$ cat src/sv/pvsp_pkg.sv
// ----------------------------------------------------------------------------
// pvsp_pkg
// shared types and constants for the polygon vertex store perimeter core
// ----------------------------------------------------------------------------
package pvsp_pkg;

    localparam int MAX_VERTICES = 64;
    localparam int ADDR_W       = $clog2(MAX_VERTICES);
    localparam int COUNT_W      = $clog2(MAX_VERTICES + 1);
    localparam int VERT_W       = 32;
    localparam int SQ_W         = 34;   // dx*dx + dy*dy, |d| <= 65535
    localparam int ROOT_W       = 17;
    localparam int PERIM_W      = 24;
    localparam logic [PERIM_W-1:0] PERIM_MAX = '1;

    localparam logic [1:0] OP_APPEND = 2'd0;
    localparam logic [1:0] OP_REMOVE = 2'd1;
    localparam logic [1:0] OP_CLEAR  = 2'd2;
    localparam logic [1:0] OP_QUERY  = 2'd3;

    localparam logic [1:0] ST_DONE    = 2'd0;
    localparam logic [1:0] ST_BAD_POS = 2'd1;
    localparam logic [1:0] ST_FULL    = 2'd2;

    typedef enum logic [3:0] {
        S_IDLE,
        S_SHIFT_RD,
        S_SHIFT_WR,
        S_PER_INIT,
        S_PER_RD,
        S_PER_NEXT,
        S_PER_DIFF,
        S_PER_MUL,
        S_PER_SQRT,
        S_PER_ACC,
        S_OUT
    } pvsp_state_t;

    // controller -> datapath
    typedef struct packed {
        logic take_item;   // latch request, do append/clear/count update
        logic shift_rd;    // read entry ptr+1
        logic shift_wr;    // write entry ptr, advance pointer
        logic shift_done;  // decrement count
        logic per_init;    // clear sum, pointer to 0
        logic per_next;    // latch current vertex, read next
        logic per_diff;    // coordinate differences
        logic sqrt_start;
        logic sqrt_step;
        logic per_acc;     // accumulate, advance pointer
    } pvsp_cmd_t;

    // datapath -> controller
    typedef struct packed {
        logic       remove_ok;
        logic       shift_last;
        logic       per_empty;
        logic       per_last;
        logic       sqrt_done;
    } pvsp_sts_t;

endpackage

$ cat src/sv/pvsp_ctrl.sv
// ----------------------------------------------------------------------------
// pvsp_ctrl
// sequencer for removal shift and perimeter pass
// ----------------------------------------------------------------------------
module pvsp_ctrl import pvsp_pkg::*; (
    input  logic        aclk,
    input  logic        aresetn,
    input  logic        s_valid,
    output logic        s_ready,
    input  logic [1:0]  s_operation,
    output logic        m_valid,
    input  logic        m_ready,
    output pvsp_cmd_t   cmd,
    input  pvsp_sts_t   sts
);

    pvsp_state_t state_reg, state_next;

    always_ff @(posedge aclk) begin
        if (!aresetn) begin
            state_reg <= S_IDLE;
        end else begin
            state_reg <= state_next;
        end
    end

    always_comb begin
        state_next = state_reg;
        case (state_reg)
            S_IDLE: if (s_valid) begin
                if (s_operation == OP_REMOVE && sts.remove_ok)
                    state_next = S_SHIFT_RD;
                else
                    state_next = S_PER_INIT;
            end
            S_SHIFT_RD: state_next = S_SHIFT_WR;
            S_SHIFT_WR: state_next = sts.shift_last ? S_PER_INIT : S_SHIFT_RD;
            S_PER_INIT: state_next = S_PER_RD;
            S_PER_RD:   state_next = sts.per_empty ? S_OUT : S_PER_NEXT;
            S_PER_NEXT: state_next = S_PER_DIFF;
            S_PER_DIFF: state_next = S_PER_MUL;
            S_PER_MUL:  state_next = S_PER_SQRT;
            S_PER_SQRT: if (sts.sqrt_done) state_next = S_PER_ACC;
            S_PER_ACC:  state_next = sts.per_last ? S_OUT : S_PER_RD;
            S_OUT:      if (m_ready) state_next = S_IDLE;
            default:    state_next = S_IDLE;
        endcase
    end

    always_comb begin
        cmd     = '0;
        s_ready = 1'b0;
        m_valid = 1'b0;
        case (state_reg)
            S_IDLE: begin
                s_ready = 1'b1;
                cmd.take_item = s_valid;
            end
            S_SHIFT_RD: cmd.shift_rd = 1'b1;
            S_SHIFT_WR: begin
                cmd.shift_wr = 1'b1;
                cmd.shift_done = sts.shift_last;
            end
            S_PER_INIT: cmd.per_init = 1'b1;
            S_PER_NEXT: cmd.per_next = 1'b1;
            S_PER_DIFF: cmd.per_diff = 1'b1;
            S_PER_MUL:  cmd.sqrt_start = 1'b1;
            S_PER_SQRT: cmd.sqrt_step = !sts.sqrt_done;
            S_PER_ACC:  cmd.per_acc = 1'b1;
            S_OUT:      m_valid = 1'b1;
            default:    cmd = '0;
        endcase
    end

endmodule

$ cat config.mk
export PLATFORM = sky130hd
export DESIGN_NAME = pvsp_ctrl
export DESIGN_NICKNAME = d
export VERILOG_FILES = /design/src/sv/pvsp_pkg.sv /design/src/sv/pvsp_ctrl.sv
export SDC_FILE = /design/constraint.sdc
export NUM_CORES = 1
export LEC_CHECK = 0
export ABC_AREA = 1
export BUFFER_PORTS_ARGS = -buffer_cell sky130_fd_sc_hd__buf_2
export CORE_AREA = 2 2 39 41
export DETAILED_ROUTE_END_ITERATION = 7
export DIE_AREA = 0 0 41 43
export GPL_ROUTABILITY_DRIVEN = 0
export PLACE_DENSITY = 0.6
export SYNTH_ARGS = -nofsm -noshare
export SYNTH_HDL_FRONTEND = slang
export SYNTH_SLANG_ARGS = --single-unit
export TNS_END_PERCENT = 50
$ cat constraint.sdc
create_clock -name aclk -period 1.1 [get_ports aclk]
set_clock_uncertainty 0.1 [all_clocks]
set_input_delay 0.055 -clock aclk [delete_from_list [all_inputs] [get_ports aclk]]
set_output_delay 0.055 -clock aclk [all_outputs]
set_load 0.005 [all_outputs]
* After elaboration in Yosys (flattened, before gate mapping)
Cells that the tools add are included.
** Operators by class
- Equality and inequality tests :: 14
- Mux-type cells :: 19
- Reduce and logical (&&, ||, !) cells :: 4
** Operators with widths (number)
- 4-bit one-hot mux with 11 select lines :: 1
- 4-bit two-way mux :: 5
- 4-bit by 3-bit equality test with 1-bit output (second input constant) :: 4
- 4-bit equality test (second input constant) :: 3
- 1-bit two-way mux :: 10
- 4-bit by 2-bit equality test with 1-bit output (second input constant) :: 2
- 2-bit two-way mux :: 3
- 2-bit != test (second input constant) :: 3
- 4-bit by 1-bit equality test with 1-bit output (second input constant) :: 1
- 4-bit logical NOT :: 1
- 3-bit AND reduction :: 1
- 2-bit by 1-bit equality test with 1-bit output (second input constant) :: 1
- 1-bit logical AND :: 1
- 1-bit logical NOT :: 1
** Word-level totals
- Register bits after elaboration :: 4
- Bits of input ports :: 11
- Output and inout bits :: 12
- Logic and storage cells :: 38

* Depth between registers and ports, before layout
- Depth in word-level cells :: 5
- Gate-level depth with buffers :: 8
- Mapped depth without buffers :: 8

* Worst setup path after synthesis
OpenSTA, ideal clock, no wires.
- Kind :: register to register
- Start point :: register state_reg[0]
- End point :: register state_reg[1]
- Setup time :: 66 ps
- Arrival :: 1003 ps
- Data required time :: 934 ps
- Setup slack :: -69 ps
- Cell stages (with the launch flop) :: 8
- Path buffers :: 0
- Period minus slack after synthesis :: 1169 ps
- Cell sequence :: dfxtp_1 > nor2_1 > nand2_1 > nor2_1 > nor2_1 > nand3_1 > nand2_1 > a21oi_2
** Between the ends
- Longest elaborated chain between the ends :: 3
- Elaborated cells between the ends (all ways) :: 16
- Those cells by class :: eq/ne (13); mux (1); reduce/logical (2)
** RTL lines
- start, declared :: line pvsp_ctrl.sv:17 : pvsp_state_t state_reg, state_next;
- start signal, assigned :: line pvsp_ctrl.sv:23 : state_reg <= state_next;
- 4-bit equality test / 4-bit logical NOT (equally long branches) :: line pvsp_ctrl.sv:29 : case (state_reg)
- 2-bit != test (no source line)
- 3-bit AND reduction (no source line)
Several ways; a longest one is shown, not always the timed one.
A chain may end at the register's enable or synchronous reset.

==> impl_metrics.csv <==
group,metric,value,unit
layout,antenna-diode-count,0,
synth,syn-num-nets,83,
worst_hold_path,hp-start,"s_valid",
worst_hold_path,hold_class,"in2reg",
clock_tree,clk_latency,240,ps
placement,hpwl,903,um
synth,synth.top_cell.area_share,0.211,
global_routing,first_global_vias,515,
layout,largest_reg_flops,4,
timing,period_needed,1340,ps
clock_tree,cts_tree,"built",
synth,ys_top_cells_by_count,"inv_1 (21), nand2_1 (15), nor2_1 (11), nand3_1 (8), dfxtp_1 (4)",
synth,synth_enable_flop_cells,0,
setup_path,critPathMaxFanout,5,
setup_path,critical_path_class,"reg2out",
layout,fin_area,836,um2
synth,ys.flop_type,"dfxtp_1",
die,dieArea,0.00176,mm2
status,violations,"negative setup slack",
synth,ys_seq_area_frac,0.211,
timing,hold_viol_final,0,
timing,setup_tns,-2920,ps
synth,ys_top_cells_by_area,"dfxtp_1 (21%), inv_1 (21%), nand2_1 (15%)",
global_routing,grt_max_degree,6,
synth,postSynthCellCount,72,
synth,synth.avg_cell_area,5.28,um2
placement,place_ws,-168,ps
detailed_routing,detail-route-antenna-nets,0,
placement,portBuffers,22,
timing,slew_violations,0,
timing,period_share,1.21,
setup_path,reg2reg_setup_slack,-210,ps
detailed_routing,wl,1350,um
detailed_routing,drt_iter0_drc,12,
clock_tree,numClockSinks,4,
detailed_routing,viasPerCell,4.28,
global_routing,grt_pass1_wl,2120,um
status,status,"finished with violations",
clock_tree,cts_buffer_depth,2,
setup_path,path_cells,"inv_2 > nor2_2 > nand3_2 > buf_4 > inv_2 > buf_2",
detailed_routing,wl_per_cell,10.1,um
layout,fin_nets,129,
clock_tree,path_clk_slew,40,ps
timing,worst_slew_pin_slew,180,ps
layout,area_growth,120,%
layout,drive_gt1_frac,0.641,
setup_path,cp.required,940,ps
global_routing,grtUsageTotal,0.179,
timing,setup_viol_count_final,16,
global_routing,antenna_found_initial,0,
setup_path,end_kind,"output port",
synth,synth_area,380,um2
power,max-vdd-ir-drop,1.27,mV
setup_path,slowest_delay,410,ps
global_routing,grt_overflow,0,
timing,worst_slack,-235,ps
setup_path,crit_slowest_cell,"dfxtp_4",
clock_tree,numCtsBuffers,3,
clock_tree,cts_htree_levels,1,
setup_path,crit_start,"state_reg[1]",
die,die_x,41,um
synth,synth_most_common_cell,"inv_1",
die,core_area,0.00138,mm2
flow_run,max_cap_viol_count,0,
synth,async_flop_share,0,
setup_path,cp.arrival,1180,ps
detailed_routing,vias,569,
timing,max_freq,0.749,GHz
synth,yosysUniqueCellTypes,14,
die,ios,23,
die,start_util,0.275,
timing,rsz0062_at_grt,"true",
setup_path,worst_setup_path_start_kind,"flop",
setup_path,cpMostUsedCell,"inv_2",
power,p_per_area,2100,mW/mm2
detailed_routing,drcViolationCount,0,
placement,dpl_cell_area,641,um2
die,die_h,43,um
setup_path,rr_startpoint,"state_reg[0]",
die,rows,14,
timing,maxSlewHeadroom,0.880,
synth,yosysTopAreaCell,"dfxtp_1",
detailed_routing,firstDrtPassIters,4,
synth,yosysWarnings,0,
synth,ys_ff_latch,4,
power,leakagePower,0.480,nW
clock_tree,cts-root-buf,"clkbuf_4",
layout,post-route-util,0.604,
[what timing repair did]
| item | 4_1_cts | 5_1_grt |
|---|---|---|
| buffers inserted | 5 | 1 |
| pin swaps | 8 | 4 |
| endpoints found under the setup margin | 16 | 16 |
| hold buffers | 1 | 0 |
| gates resized for setup | 26 | 6 |
| hold endpoints to repair | 1 | 0 |
[cell families (layout without fill, tap and decap cells)]
group / count (synthesis) / after routing / synth area share
AO/OA/AOI/OAI: 6 / 6 / 0.109
buffers and inverters: 22 / 67 / 0.217
flip-flops: 4 / 4 / 0.211
AND/OR/NAND/NOR: 40 / 40 / 0.464
[routing by layer]
metal  part of all wire  vias to the layer above  global-route usage
li1                   -                      308                   -
met1               0.41                      241               0.202
met2               0.53                       20               0.300
met3              0.065                        0              0.0681
met4                  0                        0              0.0400
met5                  0                        -                   0
[layout by cell type, fill, tap and decap left out]
cell	n
nor3_2	1
nand3b_1	2
inv_1	13
clkbuf_1	1
nand3_1	5
buf_6	7
dlygate4sd3_1	1
inv_2	7
nor2_2	1
nand2_2	4
nor2_4	7
nand2_4	1
a21oi_1	2
a21oi_2	2
a31oi_1	1
dfxtp_4	4
nand3_2	3
buf_2	19
inv_6	1
nor2_1	5
buf_12	1
clkbuf_4	3
nand2_1	11
buf_4	13
inv_4	1
o211ai_1	1
[cell type report]
| cell class | instances | area [um2] |
|---|---|---|
| Tap cell | 16 | 20.0 |
| Inverter | 22 | 90.1 |
| Sequential cell | 4 | 95.1 |
| Multi-Input combinational cell | 46 | 303 |
| Timing Repair Buffer | 41 | 302 |
| Clock buffer | 4 | 26.3 |
| Fill cell | 129 | 548 |
[where the power goes]
part	leakage (nW)	internal, mW	switching, mW
clock network	0.0150	0.137	0.0677
logic	0.429	0.651	0.549
registers	0.0356	0.214	0.133
total	0.480	1.00	0.749
[stage by stage]
stage	cells	total power [mW]	hold WS, ps
after floorplan	72	0.741	119
after global placement	122	1.10	237
after detailed placement	122	1.11	237
after CTS	132	1.66	73.1
after global routing	133	1.90	93.8
final	133	1.75	79.3
[worst max-delay path: cells and delay by family (launching register included)]
kind | cells | cell delay [ps]
flip-flops | 1 | 410
buffers and inverters | 4 | 320
AND/OR/NAND/NOR | 2 | 220
[final timing paths]
kind	depth (start not counted)	endpoint
setup / recovery	6	cmd[6]
setup reg to reg	9	state_reg[3]
hold reg to reg	2	state_reg[2]
hold / removal	5	state_reg[0]
No activity file was read; power rests on OpenSTA's default activity.
